[src/sv/ld8b_pkg.sv]
// ld8b_pkg: widths, code tables and precomputed nearest-entry lookups for the
// 8b10b-style line decoder. No dependencies; imported by every module of the block.
package ld8b_pkg;

  localparam int COUNT_BITS = 16;
  localparam int FRAME_W    = 16;
  localparam int CMP_W      = (COUNT_BITS > FRAME_W) ? COUNT_BITS : FRAME_W;
  localparam int WORD_BITS  = 10;
  localparam int HIGH_LEN   = 4;
  localparam int LOW_LEN    = 6;
  localparam int HIGH_ENT   = 8;
  localparam int LOW_ENT    = 32;
  localparam int HIGH_IDX_W = 3;
  localparam int LOW_IDX_W  = 5;
  localparam int ONES_W     = 4;
  localparam logic [ONES_W-1:0] BALANCED_ONES = 4'd5;
  localparam int IN_DATA_W  = 16;
  localparam int OUT_DATA_W = 8;

  typedef logic [HIGH_LEN-1:0] high_row_t;
  typedef logic [LOW_LEN-1:0]  low_row_t;
  typedef high_row_t high_tab_t [HIGH_ENT];
  typedef low_row_t  low_tab_t  [LOW_ENT];
  typedef logic [HIGH_IDX_W-1:0] high_lut_t [2*(1<<HIGH_LEN)];
  typedef logic [LOW_IDX_W-1:0]  low_lut_t  [2*(1<<LOW_LEN)];

  // rows written in received order, left to right: element j is bit LEN-1-j
  localparam high_tab_t HIGH_NEG = '{
    4'b0010, 4'b1001, 4'b1010, 4'b1100, 4'b0100, 4'b0101, 4'b0110, 4'b1000};
  localparam high_tab_t HIGH_POS = '{
    4'b1101, 4'b1001, 4'b1010, 4'b0011, 4'b1011, 4'b0101, 4'b0110, 4'b0111};
  localparam low_tab_t LOW_NEG = '{
    6'b111001, 6'b101110, 6'b101101, 6'b100011, 6'b101011, 6'b100101, 6'b100110, 6'b000111,
    6'b100111, 6'b101001, 6'b101010, 6'b001011, 6'b101100, 6'b001101, 6'b001110, 6'b111010,
    6'b110110, 6'b110001, 6'b110010, 6'b010011, 6'b110100, 6'b010101, 6'b010110, 6'b010111,
    6'b110011, 6'b011001, 6'b011010, 6'b011011, 6'b011100, 6'b011101, 6'b011110, 6'b110101};
  localparam low_tab_t LOW_POS = '{
    6'b000110, 6'b010001, 6'b010010, 6'b100011, 6'b010100, 6'b100101, 6'b100110, 6'b111000,
    6'b011000, 6'b101001, 6'b101010, 6'b001011, 6'b101100, 6'b001101, 6'b001110, 6'b000101,
    6'b001001, 6'b110001, 6'b110010, 6'b010011, 6'b110100, 6'b010101, 6'b010110, 6'b101000,
    6'b001100, 6'b011001, 6'b011010, 6'b100100, 6'b011100, 6'b100010, 6'b100001, 6'b001010};

  // evaluated at elaboration only: nearest entry by hamming distance, lowest index on ties
  function automatic high_lut_t build_high_lut();
    high_lut_t lut;
    int        best;
    int        best_d;
    int        d;
    high_row_t row;
    for (int p = 0; p < 2; p++) begin
      for (int v = 0; v < (1 << HIGH_LEN); v++) begin
        best   = 0;
        best_d = HIGH_LEN + 1;
        for (int i = 0; i < HIGH_ENT; i++) begin
          row = (p != 0) ? HIGH_POS[i] : HIGH_NEG[i];
          d   = 0;
          for (int j = 0; j < HIGH_LEN; j++) begin
            if (((v >> j) & 1) != int'(row[HIGH_LEN-1-j])) d++;
          end
          if (d < best_d) begin
            best_d = d;
            best   = i;
          end
        end
        lut[p*(1<<HIGH_LEN)+v] = HIGH_IDX_W'(best);
      end
    end
    return lut;
  endfunction

  function automatic low_lut_t build_low_lut();
    low_lut_t lut;
    int       best;
    int       best_d;
    int       d;
    low_row_t row;
    for (int p = 0; p < 2; p++) begin
      for (int v = 0; v < (1 << LOW_LEN); v++) begin
        best   = 0;
        best_d = LOW_LEN + 1;
        for (int i = 0; i < LOW_ENT; i++) begin
          row = (p != 0) ? LOW_POS[i] : LOW_NEG[i];
          d   = 0;
          for (int j = 0; j < LOW_LEN; j++) begin
            if (((v >> j) & 1) != int'(row[LOW_LEN-1-j])) d++;
          end
          if (d < best_d) begin
            best_d = d;
            best   = i;
          end
        end
        lut[p*(1<<LOW_LEN)+v] = LOW_IDX_W'(best);
      end
    end
    return lut;
  endfunction

  localparam high_lut_t HIGH_LUT = build_high_lut();
  localparam low_lut_t  LOW_LUT  = build_low_lut();

  typedef struct packed {
    logic [HIGH_IDX_W-1:0] value_high3;
    logic [LOW_IDX_W-1:0]  value_low5;
    logic                  flip;
  } match_t;

endpackage

[src/sv/ld8b_match.sv]
// ld8b_match: table match of one code word under a given disparity, plus the
// disparity flip from the ones count. Depends on ld8b_pkg.
module ld8b_match (
  input  logic [ld8b_pkg::WORD_BITS-1:0] code_word,
  input  logic                           disparity,
  output ld8b_pkg::match_t               res
);
  import ld8b_pkg::*;

  logic [ONES_W-1:0] ones;

  always_comb begin
    ones = '0;
    for (int k = 0; k < WORD_BITS; k++) begin
      ones = ones + ONES_W'(code_word[k]);
    end
  end

  always_comb begin
    res.value_high3 = HIGH_LUT[{disparity, code_word[HIGH_LEN-1:0]}];
    res.value_low5  = LOW_LUT[{disparity, code_word[WORD_BITS-1:HIGH_LEN]}];
    res.flip        = (ones != BALANCED_ONES);
  end

endmodule

[src/sv/line_decoder_8b10b.sv]
// line_decoder_8b10b: top level of the 8b10b-style line decoder, with input
// register, disparity and frame counter state and result register. Depends on
// ld8b_pkg and ld8b_match.
//
// One 10-bit code word per request in, one result (3-bit and 5-bit table
// indices) per request out. A word passes through the input register and then
// lands in the result register, and the block sustains one word per cycle while
// the result side is not stalled; the feedback is the one-bit running disparity
// and the frame counter, both updated as each word leaves the input register.
// Matching is a lookup in precomputed nearest-entry tables. frame_words is
// written over the cfg channel, which is ready whenever the input register is
// empty, so a write never overtakes a word already taken; at each frame wrap the
// disparity returns to negative.
module line_decoder_8b10b (
  input  logic                            clk,
  input  logic                            rst_n,
  input  logic                            in_tvalid,
  output logic                            in_tready,
  input  logic [ld8b_pkg::IN_DATA_W-1:0]  in_tdata,   // [9:0] code_word
  output logic                            out_tvalid,
  input  logic                            out_tready,
  output logic [ld8b_pkg::OUT_DATA_W-1:0] out_tdata,  // [2:0] value_high3, [7:3] value_low5
  input  logic                            cfg_valid,
  output logic                            cfg_ready,
  input  logic [ld8b_pkg::FRAME_W-1:0]    cfg_data    // frame_words
);
  import ld8b_pkg::*;

  logic                  s1_valid_r, s1_valid_nxt;
  logic [WORD_BITS-1:0]  s1_word_r;
  logic                  out_valid_r, out_valid_nxt;
  logic [HIGH_IDX_W-1:0] out_high_r;
  logic [LOW_IDX_W-1:0]  out_low_r;
  logic                  disp_r, disp_nxt;
  logic [COUNT_BITS-1:0] count_r, count_nxt;
  logic [FRAME_W-1:0]    frame_r;
  logic [COUNT_BITS-1:0] count_inc;
  logic                  wrap;
  logic                  s1_adv;
  logic                  in_acc;
  match_t                m;

  ld8b_match u_match (
    .code_word (s1_word_r),
    .disparity (disp_r),
    .res       (m)
  );

  assign s1_adv    = s1_valid_r && (!out_valid_r || out_tready);
  assign in_tready = !s1_valid_r || s1_adv;
  assign in_acc    = in_tvalid && in_tready;
  assign cfg_ready = !s1_valid_r;

  always_comb begin
    count_inc = count_r + COUNT_BITS'(1);
    wrap      = (count_inc == '0) || (CMP_W'(count_inc) >= CMP_W'(frame_r));
    count_nxt = count_r;
    disp_nxt  = disp_r;
    if (s1_adv) begin
      count_nxt = wrap ? '0 : count_inc;
      disp_nxt  = wrap ? 1'b0 : (disp_r ^ m.flip);
    end
    s1_valid_nxt  = in_acc ? 1'b1 : (s1_adv ? 1'b0 : s1_valid_r);
    out_valid_nxt = s1_adv ? 1'b1 : ((out_valid_r && out_tready) ? 1'b0 : out_valid_r);
  end

  always_ff @(posedge clk) begin
    if (!rst_n) begin
      s1_valid_r  <= 1'b0;
      out_valid_r <= 1'b0;
      disp_r      <= 1'b0;
      count_r     <= '0;
      frame_r     <= FRAME_W'(1);
    end else begin
      s1_valid_r  <= s1_valid_nxt;
      out_valid_r <= out_valid_nxt;
      disp_r      <= disp_nxt;
      count_r     <= count_nxt;
      if (cfg_valid && cfg_ready) frame_r <= cfg_data;
    end
  end

  always_ff @(posedge clk) begin
    if (in_acc) s1_word_r <= in_tdata[WORD_BITS-1:0];
    if (s1_adv) begin
      out_high_r <= m.value_high3;
      out_low_r  <= m.value_low5;
    end
  end

  assign out_tvalid = out_valid_r;
  assign out_tdata  = {out_low_r, out_high_r};

endmodule

[config.mk]
export PLATFORM = sky130hd
export DESIGN_NAME = line_decoder_8b10b
export DESIGN_NICKNAME = d
export VERILOG_FILES = /design/src/sv/ld8b_pkg.sv /design/src/sv/ld8b_match.sv /design/src/sv/line_decoder_8b10b.sv
export SDC_FILE = /design/constraint.sdc
export NUM_CORES = 1
export LEC_CHECK = 0
export ABC_AREA = 1
export BUFFER_PORTS_ARGS = -buffer_cell sky130_fd_sc_hd__buf_2
export CAP_MARGIN = 20
export CORE_AREA = 2 2 83 85
export DETAILED_ROUTE_END_ITERATION = 8
export DIE_AREA = 0 0 85 87
export GPL_ROUTABILITY_DRIVEN = 0
export PLACE_DENSITY = 0.78
export SLEW_MARGIN = 10
export SYNTH_ARGS = -nofsm -noshare
export SYNTH_HDL_FRONTEND = slang
export SYNTH_SLANG_ARGS = --single-unit
[constraint.sdc]
create_clock -name clk -period 4.1 [get_ports clk]
set_input_delay 1.23 -clock clk [delete_from_list [all_inputs] [get_ports clk]]
set_output_delay 1.23 -clock clk [all_outputs]
set_load 0.01 [all_outputs]
==> results_dict.tcl, run 1 <==
set metrics [dict create \
    status "finished, final reports clean" \
    cts_root_buffer "clkbuf_8" \
    worstSetupPathType "flop to flop" \
    p_sw_uw 430 \
    cts_sinks 53 \
    hold_slack_ns 0.470 \
    period_needed_ns 3.88 \
    cts_buffer_depth 2 \
    relSlewSlack_pct 47.9 \
    ir_worst_vdd_v 0.000179 \
    post_cts_buffers 0 \
    die_h_um 87 \
    core_um2 6570 \
    end_kind "flop" \
    p_int_uw 890 \
    p_leak_uw 0.00200 \
    yosysSeqAreaShare_pct 33.1 \
    drtPass1Iterations 7 \
    synthCells 522 \
    p_seq_share_pct 47.6 \
    ys_warn_count 0 \
    overflow 0 \
    rows 30 \
    antenna_found_initial 0 \
    swShare_pct 32.6 \
    clkPwrFrac_pct 25.7 \
    hold_buffers 0 \
    finalNetCount 639 \
    synth_top_area_share_pct 18.7 \
    cp_top_family "adder cells" \
    vias 3531 \
    diodes 0 \
    postRouteAntennaNets 0 \
    wl_um 8090 \
    path_buf_inv 3 \
    start_kind "flop" \
    wl_per_cell_um 12.6 \
    dieArea_um2 7400 \
    fp.dieW_um 85 \
    portBuffers 41 \
    grt_pass1_wl_um 13800 \
    critPathSlowestCell "fa_1" \
    num_io_pins 48 \
    cp_cell_sequence "inv_1, ha_1, inv_1, fa_1, fa_1, fa_1, fa_1, fa_1, inv_1, nor3_1, o211ai_1, nand2_1, xor2_1, nor2_1" \
    slowest_delay_ns 0.51 \
    cts_buffers 5 \
    synth_fp_nets 601 \
    cts_resized 0 \
    power_frac_comb_pct 26.7 \
    synth_most_common_cell "nand2_1" \
    grt_usage_pct 22.7 \
    hold_viol_final 0 \
    ys.flop_type "dfxtp_1" \
    drive_above_1_share_pct 11.8 \
    netlist_area_um2 3750 \
    slew_viol_final 0 \
    cp_common_cell "fa_1" \
    hold_path_class "flop to flop" \
    start_util_pct 57.1 \
    power_density_nw_per_um2 320 \
    hpwlAfterDp_um 6080 \
    setup_viol 0 \
    first_iter_violations 277 \
    synth_seq_cells 53 \
    max_slew.worst_pin.slew_ns 0.779 \
    clk_latency_ns 0.31 \
    worstPathMaxFanout 3 \
    synth_top_area_cell "dfxtp_1" \
    power_uw 1320 \
    timing.fmax_mhz 257 \
    cts-htree-levels 2 \
    grt_pass1_vias 3124 \
    ys_types 38 \
    clkTransAtPathRegs_ns 0.10 \
    synth_enable_flop_cells 18 \
    yosys-top-cells-area "dfxtp_1, edfxtp_1, ha_1, nand2_1, inv_1" \
    yosys-top-cells-count "nand2_1, inv_1, o21ai_0" \
    max_cap_violations 0 \
    arrival_ns 4.08 \
    finalCritPeriodShare_pct 94.7 \
    drc 0 \
    synthToLayoutAreaGrowth_pct 10.1 \
    worst_ep_required_time_ns 4.30 \
    grt_max_degree 32 \
    via_per_inst 5.51 \
    finClkSkew_ns 0.0103 \
    cts_tree "done" \
    ys_async_sr_fraction_pct 0 \
    postSynthAreaPerCell_um2 7.19 \
]
sequential cells by signal, summed over array words and instances (netlist names):
name / flops
s1_valid_r: 1
out_low_r: 5
out_tvalid: 1
s1_word_r: 10
frame_r: 16
out_high_r: 3
disp_r: 1
count_r: 16
cell usage in the layout, fill, tap and decap left out, types with 2 or more instances in the layout:
cell | synthesis | layout
o22ai_1 | 3 | 3
nor2_4 | 3 | 3
buf_4 | 0 | 4
nand2_1 | 106 | 106
dfxtp_1 | 35 | 35
a31oi_1 | 3 | 3
inv_1 | 83 | 83
o21ai_0 | 57 | 57
buf_2 | 2 | 41
a22oi_1 | 2 | 2
ha_1 | 36 | 36
a21oi_1 | 38 | 38
edfxtp_1 | 18 | 18
nand4_1 | 5 | 5
o31ai_1 | 3 | 3
o211ai_1 | 3 | 3
nor2_2 | 2 | 2
fa_1 | 6 | 6
clkbuf_8 | 0 | 5
nor2_1 | 50 | 50
nor3_1 | 6 | 6
xor2_1 | 3 | 3
nand3_1 | 28 | 28
nand2_2 | 4 | 4
metal layers:
metal	vias to the layer above	GRT usage (%)	wire [um]
met5	-	0	0
met2	168	37.5	3650
met4	0	6.49	135
met3	18	3.41	583
li1	1782	-	-
met1	1563	30.9	3720
layout make-up:
class                           instances  area [um2]
Timing Repair Buffer                   45         235
Clock inverter                          1        8.76
Clock buffer                            7        97.6
Sequential cell                        53        1240
Inverter                               85         319
Tap cell                               80         100
Multi-Input combinational cell        370        2130
Fill cell                             567        2440
worst register-to-register path, delay by kind of cell (launching register included):
kind / cells / cell delay, ns
fa+ha+maj: 6 / 2.55
flops: 1 / 0.43
compound gates: 1 / 0.10
buf+inv: 3 / 0.26
xor+xnor: 1 / 0.17
simple gates: 3 / 0.27
final timing paths:
check             slack [ns]                        to                     start  cells after the start
setup reg to reg        0.22       disp_r$_SDFFE_PN0P_    s1_word_r[0]$_DFFE_PP_                     14
hold / removal          0.47  frame_r[13]$_SDFFE_PN0P_  frame_r[13]$_SDFFE_PN0P_                      2
setup / recovery        0.22       disp_r$_SDFFE_PN0P_    s1_word_r[0]$_DFFE_PP_                     14
hold reg to reg         0.47  frame_r[13]$_SDFFE_PN0P_  frame_r[13]$_SDFFE_PN0P_                      2
power by group through the flow:
stage / registers, uW / clock network, uW / logic [uW]
6_report: 629 / 339 / 353
5_1_grt: 635 / 366 / 408
3_3_place_gp: 638 / 0 / 330
4_1_cts: 628 / 344 / 350
3_5_place_dp: 640 / 0 / 348
2_1_floorplan: 628 / 0 / 267
cell families (layout without fill, tap and decap cells):
logic type / Yosys count / count (layout) / synth area share [%]
adder cells (fa/ha/maj): 42 / 42 / 15.2
flip-flops: 53 / 53 / 33.1
XOR/XNOR: 3 / 3 / 0.700
AO/OA/AOI/OAI: 116 / 116 / 16.8
buffers and inverters: 99 / 138 / 10.2
multiplexers: 1 / 1 / 0.267
AND/OR/NAND/NOR: 208 / 208 / 23.8
metrics by stage:
step	area [um2]	setup slack (ns)	utilization, %	instances	TNS (ns)
finish	4130	0.216	62.9	641	0
global route	4130	-0.00525	62.9	641	-0.00525
CTS	4120	0.183	62.8	640	0
detailed placement	4020	0.211	61.2	632	0
global placement	4020	0.339	61.2	632	0
floorplan	3750	0.432	-	522	0
Power figures use the tool's default switching activity.
==> inputs of run 2 (changes only) <==
==> constraint.sdc (replaced) <==
create_clock -name clk -period 4.1 [get_ports clk]
set_input_delay 0 -clock clk [delete_from_list [all_inputs] [get_ports clk]]
set_output_delay 0 -clock clk [all_outputs]
set_load 0.01 [all_outputs]
==> run 2 against run 1 <==
Effect of this change: final area is 6.4% higher; global-route usage is 1.9 points higher; maximum frequency is 0.42% higher; final cell count is 4.1% higher; non-clock buffer count is 26 higher; power is 1.1% higher; first-iteration DRC count is 13% higher; flip-flop and latch count stayed put; largest cell class unchanged.
==> results_dict.tcl, run 2 (synthesized netlist as in run 1, its figures left out) <==
set metrics [dict create \
    cts_buffer_depth 2 \
    num_io_pins 48 \
    worst_ep_required_time_ns 4.30 \
    reg2reg_depth 14 \
    timing.fmax_mhz 259 \
    r2r_end "disp_r$_SDFFE_PN0P_" \
    finClkSkew_ns 0.00817 \
    arrival_ns 4.07 \
    regToRegSetupSlack_ns 0.23 \
    place_area_um2 4000 \
    cts_tree "done" \
    fin_util_pct 66.9 \
    cp_cell_sequence "inv_1, ha_1, inv_1, fa_1, fa_1, fa_1, fa_2, fa_1, inv_1, nor3_1, o211ai_1, nand2_1, xor2_1, nor2_1" \
    r2r_start "s1_word_r[0]$_DFFE_PP_" \
    drtPass1Iterations 5 \
    use_met3_pct 4.74 \
    antenna_found_initial 0 \
    power_frac_comb_pct 28.2 \
    largestRegisters "count_r x16, frame_r x16, s1_word_r x10" \
    start_kind "flop" \
    final_cell_mix "nand2_1, inv_1, o21ai_0" \
    fill_cells 532 \
    vias 3555 \
    die_h_um 87 \
    hold_viol_final 0 \
    critPathSlowestCell "fa_1" \
    finalCritPeriodShare_pct 94.3 \
    p_leak_uw 0.00210 \
    wl_um 8500 \
    p_seq_share_pct 47.0 \
    wl_per_cell_um 12.7 \
    rsz0062_at_grt "false" \
    cp.depth 14 \
    first_iter_violations 312 \
    design_area_um2 4400 \
    via_per_inst 5.33 \
    postRouteAntennaNets 0 \
    drive_above_1_share_pct 11.1 \
    power_density_nw_per_um2 303 \
    core_um2 6570 \
    start_util_pct 57.1 \
    max_cap_violations 0 \
    gr-max-usage-layer "met2" \
    hpwlAfterDp_um 6090 \
    portBuffers 41 \
    rows 30 \
    dieArea_um2 7400 \
    fp.dieW_um 85 \
    clk_latency_ns 0.31 \
    setup_tns_ns 0 \
    p_sw_uw 430 \
    grt_pass1_wl_um 14600 \
    hold_path_class "input port to flop" \
    gr-usage-met2_pct 41.0 \
    drc 0 \
    max_slew.worst_pin.slew_ns 0.971 \
    setup_viol 0 \
    slowest_delay_ns 0.52 \
    ir_worst_vdd_v 0.000202 \
    synthToLayoutAreaGrowth_pct 17.1 \
    layout_commonest_cell "nand2_1" \
    status "finished, final reports clean" \
    period_needed_ns 3.87 \
    grt_usage_pct 24.6 \
    worstSetupPathType "flop to flop" \
    path_buf_inv 3 \
    end_kind "flop" \
    clkPwrFrac_pct 24.8 \
    worstPathMaxFanout 4 \
    cp_common_cell "fa_1" \
    relSlewSlack_pct 35.2 \
    overflow 0 \
    cp_top_family "adder cells" \
    swShare_pct 32.2 \
    gr-usage-met1_pct 31.4 \
    cts_buffers 5 \
    cts_sinks 53 \
    clkTransAtPathRegs_ns 0.10 \
    grt_max_degree 33 \
    finalNetCount 665 \
    cts_root_buffer "clkbuf_8" \
    diodes 0 \
    grt_pass1_vias 3421 \
    crit_path_start "s1_word_r[0]$_DFFE_PP_" \
    cts-htree-levels 2 \
    slew_viol_final 0 \
    crit_end "disp_r$_SDFFE_PN0P_" \
    p_int_uw 904 \
]
## run 2: cell count changes in the layout (fill, tap and decap cells not counted), sizes merged
cell         previous run  this run
dlygate4sd3             0        28
clkinv                  1         2
buf                    45        43
inv                    85        84
## run 2: worst min path at each step
stage                     cells past startpoint  slack [ns]          from                        to
final                                         3        0.02  cfg_data[11]  frame_r[11]$_SDFFE_PN0P_
after global routing                          2        0.05         rst_n   frame_r[0]$_SDFFE_PN1P_
after CTS                                     3       0.005  cfg_data[11]  frame_r[11]$_SDFFE_PN0P_
after detailed placement                      1        0.18   in_tdata[3]    s1_word_r[3]$_DFFE_PP_
after global placement                        1        0.18   in_tdata[0]    s1_word_r[0]$_DFFE_PP_
after floorplan                               0         0.1   in_tdata[0]    s1_word_r[0]$_DFFE_PP_
## run 2: through the flow
step	total power, uW	setup slack, ns	hold WS [ns]	cells
final	1330	0.232	0.0233	667
after global routing	1430	0.00404	0.0471	667
after CTS	1340	0.180	0.00475	666
after detailed placement	988	0.208	0.178	630
after global placement	968	0.326	0.176	630
after floorplan	896	0.432	0.0989	522
## run 2: area by class of cell
type / instances / area [um2] / area share, %
Sequential cell: 53 / 1240 / 28.2
Timing Repair Buffer: 71 / 500 / 11.4
Clock buffer: 7 / 97.6 / 2.22
Tap cell: 80 / 100 / 2.28
Inverter: 85 / 319 / 7.26
Clock inverter: 1 / 5.00 / 0.114
Multi-Input combinational cell: 370 / 2130 / 48.5
## run 2: metal layers
metal	up-vias	wire length, um
met2	106	3950
met3	16	415
met5	-	0
li1	1829	-
met1	1604	3930
met4	0	200
## run 2: power by group through the flow
stage / logic [uW] / clock network [uW] / registers [uW]
5_1_grt: 436 / 358 / 634
6_report: 376 / 331 / 627
2_1_floorplan: 267 / 0 / 628
3_3_place_gp: 331 / 0 / 637
3_5_place_dp: 349 / 0 / 639
4_1_cts: 370 / 341 / 627
## run 2: worst register-to-register path, stage by stage, from the launching register on
cell and delay [ns]:
edfxtp_1 0.45, inv_1 0.13, ha_1 0.27, inv_1 0.08
fa_1 0.43, fa_1 0.52, fa_1 0.44, fa_2 0.37
fa_1 0.49, inv_1 0.04, nor3_1 0.12, o211ai_1 0.11
nand2_1 0.08, xor2_1 0.16, nor2_1 0.06
## run 2: timing repair
| item | 4_1_cts | 5_1_grt |
|---|---|---|
| hold endpoints to repair | 27 | 0 |
| endpoints found under the setup margin | 0 | 1 |
| resized for setup | 0 | 1 |
| hold buffers | 28 | 0 |
| buffers inserted | 0 | 1 |
